--- src/design/stl_pkg.sv ---
`default_nettype none

package stl_pkg;

  // Field widths of the token stream.
  localparam int OFFSET_BITS = 24;
  localparam int LINE_BITS   = 24;
  localparam int KIND_BITS   = 6;
  localparam int ERR_BITS    = 3;

  // Token kinds.
  localparam logic [KIND_BITS-1:0] KIND_DOT     = 6'd7;
  localparam logic [KIND_BITS-1:0] KIND_SLASH   = 6'd13;
  localparam logic [KIND_BITS-1:0] KIND_EQ      = 6'd14;
  localparam logic [KIND_BITS-1:0] KIND_EQEQ    = 6'd15;
  localparam logic [KIND_BITS-1:0] KIND_LT      = 6'd16;
  localparam logic [KIND_BITS-1:0] KIND_LE      = 6'd17;
  localparam logic [KIND_BITS-1:0] KIND_GT      = 6'd18;
  localparam logic [KIND_BITS-1:0] KIND_GE      = 6'd19;
  localparam logic [KIND_BITS-1:0] KIND_COMMENT = 6'd20;
  localparam logic [KIND_BITS-1:0] KIND_STRING  = 6'd21;
  localparam logic [KIND_BITS-1:0] KIND_CHAR    = 6'd22;
  localparam logic [KIND_BITS-1:0] KIND_INT     = 6'd23;
  localparam logic [KIND_BITS-1:0] KIND_FLOAT   = 6'd24;
  localparam logic [KIND_BITS-1:0] KIND_IDENT   = 6'd25;
  localparam logic [KIND_BITS-1:0] KIND_KW0     = 6'd26;
  localparam logic [KIND_BITS-1:0] KIND_END     = 6'd52;
  localparam logic [KIND_BITS-1:0] KIND_NONE    = 6'd0;

  // Error codes.
  localparam logic [ERR_BITS-1:0] ERR_NONE     = 3'd0;
  localparam logic [ERR_BITS-1:0] ERR_UNEXP    = 3'd1;
  localparam logic [ERR_BITS-1:0] ERR_UNT_STR  = 3'd2;
  localparam logic [ERR_BITS-1:0] ERR_UNT_CHR  = 3'd3;
  localparam logic [ERR_BITS-1:0] ERR_RESERVED = 3'd4;

  // Character codes.
  localparam logic [7:0] CH_TAB    = 8'h09;
  localparam logic [7:0] CH_LF     = 8'h0A;
  localparam logic [7:0] CH_CR     = 8'h0D;
  localparam logic [7:0] CH_SPACE  = 8'h20;
  localparam logic [7:0] CH_DQUOTE = 8'h22;
  localparam logic [7:0] CH_SQUOTE = 8'h27;
  localparam logic [7:0] CH_DOT    = 8'h2E;
  localparam logic [7:0] CH_SLASH  = 8'h2F;
  localparam logic [7:0] CH_3      = 8'h33;
  localparam logic [7:0] CH_2      = 8'h32;
  localparam logic [7:0] CH_LT     = 8'h3C;
  localparam logic [7:0] CH_EQ     = 8'h3D;
  localparam logic [7:0] CH_GT     = 8'h3E;
  localparam logic [7:0] CH_BSLASH = 8'h5C;
  localparam logic [7:0] CH_UNDER  = 8'h5F;
  localparam logic [7:0] CH_N      = 8'h6E;

  // Keyword table, right-justified text with its length.
  localparam int NKW        = 26;
  localparam int KW_MAXLEN  = 10;
  localparam logic [79:0] KW_TEXT [NKW] = '{
    80'("and"), 80'("else"), 80'("false"), 80'("function"), 80'("if"),
    80'("const"), 80'("none"), 80'("or"), 80'("print"), 80'h72656164_5f6c696e65,
    80'("return"), 80'("true"), 80'("repeat"), 80'("range"), 80'("not"),
    80'("break"), 80'("continue"), 80'("num32"), 80'("num"), 80'("float"),
    80'("bool"), 80'("char"), 80'("list"), 80'("dictionary"), 80'("string"),
    80'h726f785f726573756c74
  };
  localparam logic [3:0] KW_LEN [NKW] = '{
    4'd3, 4'd4, 4'd5, 4'd8, 4'd2, 4'd5, 4'd4, 4'd2, 4'd5, 4'd9, 4'd6, 4'd4, 4'd6,
    4'd5, 4'd3, 4'd5, 4'd8, 4'd5, 4'd3, 4'd5, 4'd4, 4'd4, 4'd4, 4'd10, 4'd6, 4'd10
  };

  // Reserved identifier prefix, seven bytes, first byte in the top bits.
  localparam logic [55:0] PFX_TEXT = 56'h726f7876_32365f;
  localparam logic [2:0]  PFX_LEN  = 3'd7;

  // Identifier match state.
  typedef struct packed {
    logic [NKW-1:0] hits;
    logic [2:0]     phits;
    logic           plive;
    logic [3:0]     len;
  } id_t;

  localparam id_t ID_RESET = '{hits: '1, phits: 3'd0, plive: 1'b1, len: 4'd0};

  // One result item.
  typedef struct packed {
    logic [KIND_BITS-1:0]   token_kind;
    logic [ERR_BITS-1:0]    error_code;
    logic [OFFSET_BITS-1:0] start_offset;
    logic [OFFSET_BITS-1:0] token_length;
    logic [LINE_BITS-1:0]   line_number;
    logic                   last_of_run;
  } res_t;

  function automatic logic is_digit(logic [7:0] c);
    return (c >= 8'h30) && (c <= 8'h39);
  endfunction

  function automatic logic is_alpha(logic [7:0] c);
    return ((c >= 8'h61) && (c <= 8'h7A)) || ((c >= 8'h41) && (c <= 8'h5A));
  endfunction

  function automatic logic is_idch(logic [7:0] c);
    return is_alpha(c) || is_digit(c) || (c == CH_UNDER);
  endfunction

  // Length between two offsets, never below zero.
  function automatic logic [OFFSET_BITS-1:0] span(logic [OFFSET_BITS-1:0] from,
                                                  logic [OFFSET_BITS-1:0] to);
    return (to >= from) ? (to - from) : '0;
  endfunction

  // Byte of a keyword at a position; only meaningful below its length.
  function automatic logic [7:0] kw_char(int k, logic [3:0] pos);
    logic [79:0] t;
    t = KW_TEXT[k] << (8'(8) * (8'(KW_MAXLEN) - 8'(KW_LEN[k]) + 8'(pos)));
    return t[79:72];
  endfunction

  // Advance the keyword and prefix match by one identifier byte.
  function automatic id_t id_feed(id_t s, logic [7:0] c);
    id_t r;
    logic [55:0] p;
    r = s;
    for (int k = 0; k < NKW; k++) begin
      if ((s.len >= KW_LEN[k]) || (kw_char(k, s.len) != c)) begin
        r.hits[k] = 1'b0;
      end
    end
    p = PFX_TEXT << (6'(8) * 6'(s.phits));
    if (s.plive && (s.phits < PFX_LEN)) begin
      if (p[55:48] == c) begin
        r.phits = s.phits + 3'd1;
      end else begin
        r.plive = 1'b0;
      end
    end
    if (s.len != 4'hF) begin
      r.len = s.len + 4'd1;
    end
    return r;
  endfunction

  // Kind of a finished identifier: a keyword whose full text matched, else ident.
  function automatic logic [KIND_BITS-1:0] id_kind(id_t s);
    logic [KIND_BITS-1:0] kind;
    kind = KIND_IDENT;
    for (int k = 0; k < NKW; k++) begin
      if (s.hits[k] && (KW_LEN[k] == s.len)) begin
        kind = KIND_KW0 + KIND_BITS'(k);
      end
    end
    return kind;
  endfunction

  // One-character punctuation: valid bit, then the kind.
  function automatic logic [KIND_BITS:0] single_kind(logic [7:0] c);
    logic [KIND_BITS:0] r;
    unique case (c)
      8'h28:   r = {1'b1, 6'd0};
      8'h29:   r = {1'b1, 6'd1};
      8'h7B:   r = {1'b1, 6'd2};
      8'h7D:   r = {1'b1, 6'd3};
      8'h5B:   r = {1'b1, 6'd4};
      8'h5D:   r = {1'b1, 6'd5};
      8'h2C:   r = {1'b1, 6'd6};
      8'h2E:   r = {1'b1, 6'd7};
      8'h2D:   r = {1'b1, 6'd8};
      8'h2B:   r = {1'b1, 6'd9};
      8'h3B:   r = {1'b1, 6'd10};
      8'h2A:   r = {1'b1, 6'd11};
      8'h25:   r = {1'b1, 6'd12};
      default: r = '0;
    endcase
    return r;
  endfunction

  function automatic res_t res_make(logic [KIND_BITS-1:0] kind, logic [ERR_BITS-1:0] err,
                                    logic [OFFSET_BITS-1:0] start,
                                    logic [OFFSET_BITS-1:0] len,
                                    logic [LINE_BITS-1:0] line);
    res_t r;
    r.token_kind   = kind;
    r.error_code   = err;
    r.start_offset = start;
    r.token_length = len;
    r.line_number  = line;
    r.last_of_run  = 1'b0;
    return r;
  endfunction

endpackage

`default_nettype wire

--- src/design/stl_if.sv ---
`default_nettype none

// Source byte channel.
interface stl_in_if;
  import stl_pkg::*;
  logic       valid;
  logic       ready;
  logic [7:0] char_byte;
  logic       end_marker;

  modport source (output valid, output char_byte, output end_marker, input ready);
  modport sink (input valid, input char_byte, input end_marker, output ready);
endinterface

// Token result channel.
interface stl_out_if;
  import stl_pkg::*;
  logic                   valid;
  logic                   ready;
  logic [KIND_BITS-1:0]   token_kind;
  logic [ERR_BITS-1:0]    error_code;
  logic [OFFSET_BITS-1:0] start_offset;
  logic [OFFSET_BITS-1:0] token_length;
  logic [LINE_BITS-1:0]   line_number;
  logic                   last_of_run;

  modport source (output valid, output token_kind, output error_code, output start_offset,
                  output token_length, output line_number, output last_of_run,
                  input ready);
  modport sink (input valid, input token_kind, input error_code, input start_offset,
                input token_length, input line_number, input last_of_run,
                output ready);
endinterface

`default_nettype wire

--- src/design/source_text_lexer.sv ---
// Streaming lexical scanner.
// in_i carries one source byte per transaction, or an end marker that flushes
// the pending token and, unless that token halts the scanner, produces an end
// token. out_o carries one token per transaction: kind, error code, start
// offset, length, line number, and a flag on the last token of a transaction.
// Each input transaction is scanned in the cycle it is accepted; its zero to
// three tokens are loaded into a three-entry result register and appear on
// out_o the next cycle, one per cycle. Throughput is one input transaction per
// cycle while each produces at most one token; a transaction with more tokens
// holds the input until all but its last are taken. The next input transaction
// is taken in the same cycle that the last buffered token is taken.
// When the receiver stalls, the buffered tokens hold and in_i is not ready.
// Reset clears the scanner to its idle state at offset zero, line one, with an
// empty result buffer. An identifier carrying the reserved prefix halts the
// scanner: later input transactions are taken and produce nothing until reset.
`default_nettype none

module source_text_lexer
  import stl_pkg::*;
(
  input  wire       clk_i,
  input  wire       rst_ni,
  stl_in_if.sink    in_i,
  stl_out_if.source out_o
);

  typedef enum logic [15:0] {
    M_IDLE     = 16'h0001,
    M_SLASH    = 16'h0002,
    M_EQ       = 16'h0004,
    M_LT       = 16'h0008,
    M_GT       = 16'h0010,
    M_COMMENT  = 16'h0020,
    M_STR      = 16'h0040,
    M_CHR0     = 16'h0080,
    M_CHRESC   = 16'h0100,
    M_CHRCLOSE = 16'h0200,
    M_INT      = 16'h0400,
    M_DOT      = 16'h0800,
    M_FRAC     = 16'h1000,
    M_N        = 16'h2000,
    M_N3       = 16'h4000,
    M_ID       = 16'h8000
  } mode_e;

  localparam logic [OFFSET_BITS-1:0] OFF_MAX  = '1;
  localparam logic [LINE_BITS-1:0]   LINE_MAX = '1;

  mode_e                  mode_q, mode_d;
  logic [OFFSET_BITS-1:0] start_q, start_d;
  logic [OFFSET_BITS-1:0] off_q, off_d;
  logic [LINE_BITS-1:0]   line_q, line_d;
  id_t                    id_q, id_d;
  logic                   halt_q, halt_d;

  res_t                   res_q [3];
  res_t                   res_d [3];
  logic [1:0]             cnt_q;
  logic [1:0]             n_d;

  logic                   in_acc;
  logic                   out_acc;

  // Scan temporaries.
  logic [7:0]             c;
  logic [OFFSET_BITS-1:0] cur;
  logic [OFFSET_BITS-1:0] back1;
  logic [OFFSET_BITS-1:0] back2;
  logic                   do_idle;
  logic                   do_ident;
  id_t                    idv;
  logic [KIND_BITS:0]     sk;

  assign in_acc  = in_i.valid && in_i.ready;
  assign out_acc = out_o.valid && out_o.ready;

  // Input is taken when the buffer is empty or its last token leaves now.
  assign in_i.ready = (cnt_q == 2'd0) || ((cnt_q == 2'd1) && out_o.ready);

  assign out_o.valid        = (cnt_q != 2'd0);
  assign out_o.token_kind   = res_q[0].token_kind;
  assign out_o.error_code   = res_q[0].error_code;
  assign out_o.start_offset = res_q[0].start_offset;
  assign out_o.token_length = res_q[0].token_length;
  assign out_o.line_number  = res_q[0].line_number;
  assign out_o.last_of_run  = res_q[0].last_of_run;

  assign c     = in_i.char_byte;
  assign cur   = span(start_q, off_q);
  assign back1 = (off_q >= OFFSET_BITS'(1)) ? (off_q - OFFSET_BITS'(1)) : '0;
  assign back2 = (off_q >= OFFSET_BITS'(2)) ? (off_q - OFFSET_BITS'(2)) : '0;
  assign sk    = single_kind(c);

  // Scan one byte or the end marker against the current state.
  always_comb begin
    mode_d   = mode_q;
    start_d  = start_q;
    off_d    = off_q;
    line_d   = line_q;
    id_d     = id_q;
    halt_d   = halt_q;
    n_d      = 2'd0;
    do_idle  = 1'b0;
    do_ident = 1'b0;
    idv      = id_q;
    for (int i = 0; i < 3; i++) begin
      res_d[i] = '0;
    end

    if (halt_q) begin
      // Halted: nothing changes.
    end else if (in_i.end_marker) begin
      unique case (mode_q)
        M_IDLE: begin
        end
        M_SLASH: begin
          res_d[n_d] = res_make(KIND_SLASH, ERR_NONE, start_q, OFFSET_BITS'(1), line_q);
          n_d = n_d + 2'd1;
        end
        M_EQ: begin
          res_d[n_d] = res_make(KIND_EQ, ERR_NONE, start_q, OFFSET_BITS'(1), line_q);
          n_d = n_d + 2'd1;
        end
        M_LT: begin
          res_d[n_d] = res_make(KIND_LT, ERR_NONE, start_q, OFFSET_BITS'(1), line_q);
          n_d = n_d + 2'd1;
        end
        M_GT: begin
          res_d[n_d] = res_make(KIND_GT, ERR_NONE, start_q, OFFSET_BITS'(1), line_q);
          n_d = n_d + 2'd1;
        end
        M_COMMENT: begin
          res_d[n_d] = res_make(KIND_COMMENT, ERR_NONE, start_q, cur, line_q);
          n_d = n_d + 2'd1;
        end
        M_STR: begin
          res_d[n_d] = res_make(KIND_NONE, ERR_UNT_STR, start_q, cur, line_q);
          n_d = n_d + 2'd1;
        end
        M_CHR0, M_CHRESC, M_CHRCLOSE: begin
          res_d[n_d] = res_make(KIND_NONE, ERR_UNT_CHR, start_q, cur, line_q);
          n_d = n_d + 2'd1;
        end
        M_INT: begin
          res_d[n_d] = res_make(KIND_INT, ERR_NONE, start_q, cur, line_q);
          n_d = n_d + 2'd1;
        end
        M_DOT: begin
          res_d[n_d] = res_make(KIND_INT, ERR_NONE, start_q, span(start_q, back1), line_q);
          n_d = n_d + 2'd1;
          res_d[n_d] = res_make(KIND_DOT, ERR_NONE, back1, OFFSET_BITS'(1), line_q);
          n_d = n_d + 2'd1;
        end
        M_FRAC: begin
          res_d[n_d] = res_make(KIND_FLOAT, ERR_NONE, start_q, cur, line_q);
          n_d = n_d + 2'd1;
        end
        M_N: begin
          res_d[n_d] = res_make(KIND_INT, ERR_NONE, start_q, span(start_q, back1), line_q);
          n_d = n_d + 2'd1;
          idv = id_feed(ID_RESET, CH_N);
          res_d[n_d] = res_make(id_kind(idv), ERR_NONE, back1, span(back1, off_q), line_q);
          n_d = n_d + 2'd1;
        end
        M_N3: begin
          res_d[n_d] = res_make(KIND_INT, ERR_NONE, start_q, span(start_q, back2), line_q);
          n_d = n_d + 2'd1;
          idv = id_feed(id_feed(ID_RESET, CH_N), CH_3);
          res_d[n_d] = res_make(id_kind(idv), ERR_NONE, back2, span(back2, off_q), line_q);
          n_d = n_d + 2'd1;
        end
        M_ID: begin
          if (id_q.phits == PFX_LEN) begin
            res_d[n_d] = res_make(KIND_NONE, ERR_RESERVED, start_q, cur, line_q);
            n_d = n_d + 2'd1;
            halt_d = 1'b1;
          end else begin
            res_d[n_d] = res_make(id_kind(id_q), ERR_NONE, start_q, cur, line_q);
            n_d = n_d + 2'd1;
          end
        end
        default: begin
        end
      endcase
      // End token, then back to the reset state, unless the scanner halted.
      if (!halt_d) begin
        res_d[n_d] = res_make(KIND_END, ERR_NONE, off_q, '0, line_q);
        n_d = n_d + 2'd1;
        mode_d  = M_IDLE;
        start_d = '0;
        off_d   = '0;
        line_d  = LINE_BITS'(1);
        id_d    = ID_RESET;
      end
    end else begin
      unique case (mode_q)
        M_IDLE: do_idle = 1'b1;
        M_SLASH: begin
          if (c == CH_SLASH) begin
            mode_d = M_COMMENT;
          end else begin
            res_d[n_d] = res_make(KIND_SLASH, ERR_NONE, start_q, OFFSET_BITS'(1), line_q);
            n_d = n_d + 2'd1;
            do_idle = 1'b1;
          end
        end
        M_EQ, M_LT, M_GT: begin
          logic [KIND_BITS-1:0] one;
          one = (mode_q == M_EQ) ? KIND_EQ : (mode_q == M_LT) ? KIND_LT : KIND_GT;
          if (c == CH_EQ) begin
            res_d[n_d] = res_make(one + KIND_BITS'(1), ERR_NONE, start_q, OFFSET_BITS'(2),
                                  line_q);
            n_d = n_d + 2'd1;
            mode_d = M_IDLE;
          end else begin
            res_d[n_d] = res_make(one, ERR_NONE, start_q, OFFSET_BITS'(1), line_q);
            n_d = n_d + 2'd1;
            do_idle = 1'b1;
          end
        end
        M_COMMENT: begin
          if (c == CH_LF) begin
            res_d[n_d] = res_make(KIND_COMMENT, ERR_NONE, start_q, cur, line_q);
            n_d = n_d + 2'd1;
            do_idle = 1'b1;
          end
        end
        M_STR: begin
          if (c == CH_DQUOTE) begin
            res_d[n_d] = res_make(KIND_STRING, ERR_NONE, start_q, cur + OFFSET_BITS'(1),
                                  line_q);
            n_d = n_d + 2'd1;
            mode_d = M_IDLE;
          end else if ((c == CH_LF) && (line_q != LINE_MAX)) begin
            line_d = line_q + LINE_BITS'(1);
          end
        end
        M_CHR0: mode_d = (c == CH_BSLASH) ? M_CHRESC : M_CHRCLOSE;
        M_CHRESC: mode_d = M_CHRCLOSE;
        M_CHRCLOSE: begin
          if (c == CH_SQUOTE) begin
            res_d[n_d] = res_make(KIND_CHAR, ERR_NONE, start_q, cur + OFFSET_BITS'(1),
                                  line_q);
            n_d = n_d + 2'd1;
            mode_d = M_IDLE;
          end else begin
            res_d[n_d] = res_make(KIND_NONE, ERR_UNT_CHR, start_q, cur, line_q);
            n_d = n_d + 2'd1;
            do_idle = 1'b1;
          end
        end
        M_INT: begin
          priority if (is_digit(c)) begin
            mode_d = M_INT;
          end else if (c == CH_DOT) begin
            mode_d = M_DOT;
          end else if (c == CH_N) begin
            mode_d = M_N;
          end else begin
            res_d[n_d] = res_make(KIND_INT, ERR_NONE, start_q, cur, line_q);
            n_d = n_d + 2'd1;
            do_idle = 1'b1;
          end
        end
        M_DOT: begin
          if (is_digit(c)) begin
            mode_d = M_FRAC;
          end else begin
            res_d[n_d] = res_make(KIND_INT, ERR_NONE, start_q, span(start_q, back1), line_q);
            n_d = n_d + 2'd1;
            res_d[n_d] = res_make(KIND_DOT, ERR_NONE, back1, OFFSET_BITS'(1), line_q);
            n_d = n_d + 2'd1;
            do_idle = 1'b1;
          end
        end
        M_FRAC: begin
          if (!is_digit(c)) begin
            res_d[n_d] = res_make(KIND_FLOAT, ERR_NONE, start_q, cur, line_q);
            n_d = n_d + 2'd1;
            do_idle = 1'b1;
          end
        end
        M_N: begin
          if (c == CH_3) begin
            mode_d = M_N3;
          end else begin
            res_d[n_d] = res_make(KIND_INT, ERR_NONE, start_q, span(start_q, back1), line_q);
            n_d = n_d + 2'd1;
            start_d  = back1;
            idv      = id_feed(ID_RESET, CH_N);
            do_ident = 1'b1;
          end
        end
        M_N3: begin
          if (c == CH_2) begin
            res_d[n_d] = res_make(KIND_INT, ERR_NONE, start_q, cur + OFFSET_BITS'(1), line_q);
            n_d = n_d + 2'd1;
            mode_d = M_IDLE;
          end else begin
            res_d[n_d] = res_make(KIND_INT, ERR_NONE, start_q, span(start_q, back2), line_q);
            n_d = n_d + 2'd1;
            start_d  = back2;
            idv      = id_feed(id_feed(ID_RESET, CH_N), CH_3);
            do_ident = 1'b1;
          end
        end
        M_ID: do_ident = 1'b1;
        default: begin
        end
      endcase

      // Identifier continues or closes.
      if (do_ident) begin
        if (is_idch(c)) begin
          id_d   = id_feed(idv, c);
          mode_d = M_ID;
        end else begin
          mode_d = M_IDLE;
          if (idv.phits == PFX_LEN) begin
            res_d[n_d] = res_make(KIND_NONE, ERR_RESERVED, start_d, span(start_d, off_q),
                                  line_q);
            n_d = n_d + 2'd1;
            halt_d = 1'b1;
          end else begin
            res_d[n_d] = res_make(id_kind(idv), ERR_NONE, start_d, span(start_d, off_q),
                                  line_q);
            n_d = n_d + 2'd1;
            do_idle = 1'b1;
          end
        end
      end

      // The byte starts new text.
      if (do_idle) begin
        start_d = off_q;
        mode_d  = M_IDLE;
        priority if (sk[KIND_BITS]) begin
          res_d[n_d] = res_make(sk[KIND_BITS-1:0], ERR_NONE, off_q, OFFSET_BITS'(1), line_q);
          n_d = n_d + 2'd1;
        end else if (c == CH_EQ) begin
          mode_d = M_EQ;
        end else if (c == CH_LT) begin
          mode_d = M_LT;
        end else if (c == CH_GT) begin
          mode_d = M_GT;
        end else if (c == CH_SLASH) begin
          mode_d = M_SLASH;
        end else if ((c == CH_SPACE) || (c == CH_CR) || (c == CH_TAB)) begin
          mode_d = M_IDLE;
        end else if (c == CH_LF) begin
          if (line_q != LINE_MAX) begin
            line_d = line_q + LINE_BITS'(1);
          end
        end else if (c == CH_DQUOTE) begin
          mode_d = M_STR;
        end else if (c == CH_SQUOTE) begin
          mode_d = M_CHR0;
        end else if (is_digit(c)) begin
          mode_d = M_INT;
        end else if (is_alpha(c)) begin
          id_d   = id_feed(ID_RESET, c);
          mode_d = M_ID;
        end else begin
          res_d[n_d] = res_make(KIND_NONE, ERR_UNEXP, off_q, OFFSET_BITS'(1), line_q);
          n_d = n_d + 2'd1;
        end
      end

      if (off_q != OFF_MAX) begin
        off_d = off_q + OFFSET_BITS'(1);
      end
    end

    // Flag the last token of this transaction.
    for (int i = 0; i < 3; i++) begin
      if ((n_d != 2'd0) && (2'(i) == (n_d - 2'd1))) begin
        res_d[i].last_of_run = 1'b1;
      end
    end
  end

  // Scanner state, updated on every accepted input transaction.
  always_ff @(posedge clk_i or negedge rst_ni) begin
    if (!rst_ni) begin
      mode_q  <= M_IDLE;
      start_q <= '0;
      off_q   <= '0;
      line_q  <= LINE_BITS'(1);
      id_q    <= ID_RESET;
      halt_q  <= 1'b0;
    end else if (in_acc) begin
      mode_q  <= mode_d;
      start_q <= start_d;
      off_q   <= off_d;
      line_q  <= line_d;
      id_q    <= id_d;
      halt_q  <= halt_d;
    end
  end

  // Result buffer occupancy.
  always_ff @(posedge clk_i or negedge rst_ni) begin
    if (!rst_ni) begin
      cnt_q <= 2'd0;
    end else if (in_acc) begin
      cnt_q <= n_d;
    end else if (out_acc) begin
      cnt_q <= cnt_q - 2'd1;
    end
  end

  // Result buffer contents; entry zero drives the output.
  always_ff @(posedge clk_i) begin
    if (in_acc) begin
      res_q <= res_d;
    end else if (out_acc) begin
      res_q[0] <= res_q[1];
      res_q[1] <= res_q[2];
    end
  end

`ifndef NO_ASSERTIONS
  // Once halted, the scanner stays halted until reset.
  a_halt_sticky: assert property (@(posedge clk_i) disable iff (!rst_ni)
    halt_q |=> halt_q)
    else $error("halt state cleared without reset");

  // The presented token carries the last flag exactly when it is the last buffered.
  a_last_flag: assert property (@(posedge clk_i) disable iff (!rst_ni)
    out_o.valid |-> (out_o.last_of_run == (cnt_q == 2'd1)))
    else $error("last_of_run does not match buffer occupancy");

  // The line counter never drops to zero.
  a_line_nonzero: assert property (@(posedge clk_i) disable iff (!rst_ni)
    line_q != '0)
    else $error("line counter reached zero");
`endif

endmodule

`default_nettype wire
--- src/flat_wrapper.sv ---
// flat-port wrapper written by rule: the top's interface ports become plain ports
module source_text_lexer_flat import stl_pkg::*;
  (clk_i, rst_ni, in_i_valid, in_i_char_byte, in_i_end_marker, in_i_ready, out_o_valid, out_o_token_kind, out_o_error_code, out_o_start_offset, out_o_token_length, out_o_line_number, out_o_last_of_run, out_o_ready);
  stl_in_if in_i_i ();
  stl_out_if out_o_i ();
  input  wire clk_i;
  input  wire rst_ni;
  input wire logic [$bits(in_i_i.valid)-1:0] in_i_valid;
  input wire logic [$bits(in_i_i.char_byte)-1:0] in_i_char_byte;
  input wire logic [$bits(in_i_i.end_marker)-1:0] in_i_end_marker;
  output wire logic [$bits(in_i_i.ready)-1:0] in_i_ready;
  output wire logic [$bits(out_o_i.valid)-1:0] out_o_valid;
  output wire logic [$bits(out_o_i.token_kind)-1:0] out_o_token_kind;
  output wire logic [$bits(out_o_i.error_code)-1:0] out_o_error_code;
  output wire logic [$bits(out_o_i.start_offset)-1:0] out_o_start_offset;
  output wire logic [$bits(out_o_i.token_length)-1:0] out_o_token_length;
  output wire logic [$bits(out_o_i.line_number)-1:0] out_o_line_number;
  output wire logic [$bits(out_o_i.last_of_run)-1:0] out_o_last_of_run;
  input wire logic [$bits(out_o_i.ready)-1:0] out_o_ready;
  assign in_i_i.valid = in_i_valid;
  assign in_i_i.char_byte = in_i_char_byte;
  assign in_i_i.end_marker = in_i_end_marker;
  assign in_i_ready = in_i_i.ready;
  assign out_o_valid = out_o_i.valid;
  assign out_o_token_kind = out_o_i.token_kind;
  assign out_o_error_code = out_o_i.error_code;
  assign out_o_start_offset = out_o_i.start_offset;
  assign out_o_token_length = out_o_i.token_length;
  assign out_o_line_number = out_o_i.line_number;
  assign out_o_last_of_run = out_o_i.last_of_run;
  assign out_o_i.ready = out_o_ready;
  source_text_lexer u_core (.clk_i(clk_i), .rst_ni(rst_ni), .in_i(in_i_i), .out_o(out_o_i));
endmodule
--- config.mk ---
export PLATFORM = sky130hd
export DESIGN_NAME = source_text_lexer_flat
export DESIGN_NICKNAME = d
export VERILOG_FILES = /design/src/design/stl_pkg.sv /design/src/design/stl_if.sv /design/src/design/source_text_lexer.sv /design/src/flat_wrapper.sv
export SDC_FILE = /design/constraint.sdc
export NUM_CORES = 2
export LEC_CHECK = 0
export ABC_AREA = 1
export BUFFER_PORTS_ARGS = -buffer_cell sky130_fd_sc_hd__buf_4
export CELL_PAD_IN_SITES_DETAIL_PLACEMENT = 1
export CELL_PAD_IN_SITES_GLOBAL_PLACEMENT = 1
export CORE_MARGIN = 1
export CORE_UTILIZATION = 33
export CTS_CLUSTER_SIZE = 28
export DETAILED_ROUTE_END_ITERATION = 10
export PLACE_DENSITY = 0.68
export SYNTH_ARGS = -nofsm -noshare
export SYNTH_HDL_FRONTEND = slang
export SYNTH_SLANG_ARGS = --single-unit
--- constraint.sdc ---
create_clock -name clk_i -period 6.6 [get_ports clk_i]
set_clock_uncertainty 0.2 [all_clocks]
set_input_delay 0.99 -clock clk_i [delete_from_list [all_inputs] [get_ports clk_i]]
set_output_delay 0.99 -clock clk_i [all_outputs]
set_load 0.1 [all_outputs]
==> impl_metrics.tcl <==
set metrics [dict create \
    detail-route-antenna-nets 0 \
    number_of_synthesized_flops_with_an_enable_pin 244 \
    clk_pin_slew_ps 60 \
    dpl.cell_count 7023 \
    p_per_area_nw_per_um2 254 \
    final_util_pct 39.1 \
    netlist_top_cells_area "sky130_fd_sc_hd__edfxtp_1 20%, sky130_fd_sc_hd__nand2_1 11%, sky130_fd_sc_hd__inv_1 6.8%" \
    ys_async_sr_fraction_pct 33.9 \
    worst_path_bufs_invs 9 \
    setup-violations-final 0 \
    final_cell_count_no_fill 7112 \
    worstPathMaxFanout 18 \
    crit_cells 30 \
    post-route-drc-count 0 \
    fmax_mhz 157 \
    firstDrtPassIters 6 \
    synth_area_per_cell_um2 6.75 \
    grt_pass1_vias 43100 \
    cp_slowest_stage_delay_ps 890 \
    gp_routability_congestion 1.06 \
    post-cts-setup-buffers 0 \
    port_buffers 96 \
    cp.arrival_ps 6660 \
    ctsRootBufferMaster "sky130_fd_sc_hd__clkbuf_16" \
    worstMarginPinSlew_ps 1100 \
    design.core.area_um2 109000 \
    yosys_most_used_dff "sky130_fd_sc_hd__edfxtp_1" \
    cts_made_buffers 45 \
    worst_setup_ep_type "register" \
    flow.area_growth_from_synthesis_pct 17.4 \
    fp.dieW_um 333 \
    dp_hpwl_um 170000 \
    max_slew_margin_pct 26.2 \
    synth.lib_cells_used.distinct 85 \
    layout_cells_sized_above_1_pct 15.1 \
    critPathTopFamily "simple AND/OR/NAND/NOR gates" \
    critical_path.startpoint_type "register" \
    finalHoldViolations 0 \
    synth_cells 5374 \
    grt_pass1_wl_um 311000 \
    yosysSeqAreaShare_pct 28.9 \
    result_of_the_run "finished clean" \
    ir_worst_vdd_mv 0.402 \
    ys_ff_latch 369 \
    fin_crit_sh_pct 96.7 \
    start_util_pct 33.3 \
    wl_per_cell_um 30.7 \
    avgViaCountPerCell 6.06 \
    worst_hold_slack_ps 251 \
    fin_nets 5823 \
    drv_cap 0 \
    hold_class "in2async" \
    final.min_clock_period_ps 6380 \
    most_common_library_cell_in_the_layout_ignoring_fill_and_taps "sky130_fd_sc_hd__nand2_1" \
    rows 121 \
    synth-warning-count 0 \
    mappedNetlistArea_um2 36200 \
    mostFrequentLayoutCells "1067 x sky130_fd_sc_hd__nand2_1, 654 x sky130_fd_sc_hd__inv_1, 574 x sky130_fd_sc_hd__nor2_1" \
    total_power_mw 10.8 \
    grt_overflow_total 0 \
    path_class "reg2reg" \
    finalMaxSlewViolations 0 \
    clk_latency_ps 660 \
    required_worst_endpoint_ps 6870 \
    cpMostUsedCell "sky130_fd_sc_hd__nand2_1" \
    cts_tree "done" \
    p_leak_nw 18.9 \
    vias 43100 \
    wirelength_routed_um 218000 \
    synth_area_leader_cell "sky130_fd_sc_hd__edfxtp_1" \
    worstRegToRegCells 30 \
    clock_sinks 369 \
    antenna_found_initial 12 \
    die_h_um 333 \
    io_count 97 \
    drt_iter0_markers 4559 \
    clockBufferDepth 3 \
    timing.setup.tns_ps 0 \
    rsz_0062_raised_after_global_routing "true" \
    grt_max_degree 143 \
    slowest_stage "sky130_fd_sc_hd__nor3b_2" \
    syn-num-nets 5541 \
    htree_levels 2 \
    fp.dieArea_um2 111000 \
    grt_use_total_pct 38.4 \
    yosysTopAreaCellShare_pct 20.2 \
]
[timing repair]
action,in CTS,in global routing
hold buffers,0,0
gates resized for setup,0,4
endpoints found under the setup margin,0,5
[final timing paths]
check	start	endpoint	slack [ps]
worst max-delay path	u_core.off_q[4]	u_core.out_o.token_length[13]	220
worst min-delay path	rst_ni	u_core.line_q[7]	250
worst max register to register	u_core.off_q[4]	u_core.out_o.token_length[13]	220
worst min register to register	u_core.id_q[10]	u_core.id_q[10]	290
max in group asynchronous	rst_ni	u_core.start_q[15]	4540
min in group clk_i	u_core.id_q[10]	u_core.id_q[10]	290
[metal layers]
| metal | wire length, um | GRT usage [%] |
|---|---|---|
| met3 | 18700 | 7.65 |
| met2 | 94700 | 59.0 |
| met4 | 16300 | 24.3 |
| met5 | 75 | 0 |
| met1 | 88700 | 49.1 |
[per-stage QoR]
stage          instance area, um2  setup WS [ps]
2_1_floorplan               36200            478
3_3_place_gp                40800            478
3_5_place_dp                40800            451
4_1_cts                     42500            396
5_1_grt                     42500          -11.0
6_report                    42600            218
[where the power goes]
group	switching (mW)	internal, mW	total, mW
sequential	0.234	3.32	3.55
combinational	3.43	0.897	4.33
clock	1.21	1.70	2.91
[kinds of logic (layout without fill, tap and decap cells)]
logic type	after synthesis	in the layout	share of synthesized area, %
compound gates	1440	1440	24.3
fa+ha+maj	154	154	5.40
other cells	1	6	0.0103
xor+xnor	84	84	2.03
flops	369	369	28.9
simple gates	2280	2280	27.4
buf+inv	1046	1365	11.9
[synthesized netlist by cell type (all sizes together), types with 9 or more instances]
library cell and number:
nor2 617, nor4 45, or2 43, a32o 34, dfrtp 96, o21ai 477
nor3 133, nand3b 13, o41ai 23, clkinv 20, buf 139, nand3 274
o32ai 12, xnor2 11, o311ai 9, a21oi 376, o21a 10, a22oi 26
clkbuf 179, o22ai 154, dfstp 29, inv 708, o221ai 36, a31oi 36
xor2 73, a221oi 39, o31ai 78, edfxtp 244, nand4 58, nand2 1088
o2111ai 20, ha 150, a211oi 22, o211ai 43
[layout make-up]
type,instances,area (um2)
timing repair buffer,553,4340
antenna,5,12.5
clock buffer,56,1230
fill,13800,66300
tap,1414,1770
clock inverter,28,458
sequential,369,10500
multi-input combinational,3959,21500
inverter,728,2750
[sequential cells by signal (all words and copies together) (netlist names), 16 cells and up]
signal	count
u_core.mode_q	16
u_core.off_q	24
u_core.id_q	34
u_core.out_o.start_offset	24
u_core.out_o.token_length	24
u_core.res_q	162
u_core.start_q	24
u_core.out_o.line_number	24
u_core.line_q	24
Power figures use the tool's default switching activity.
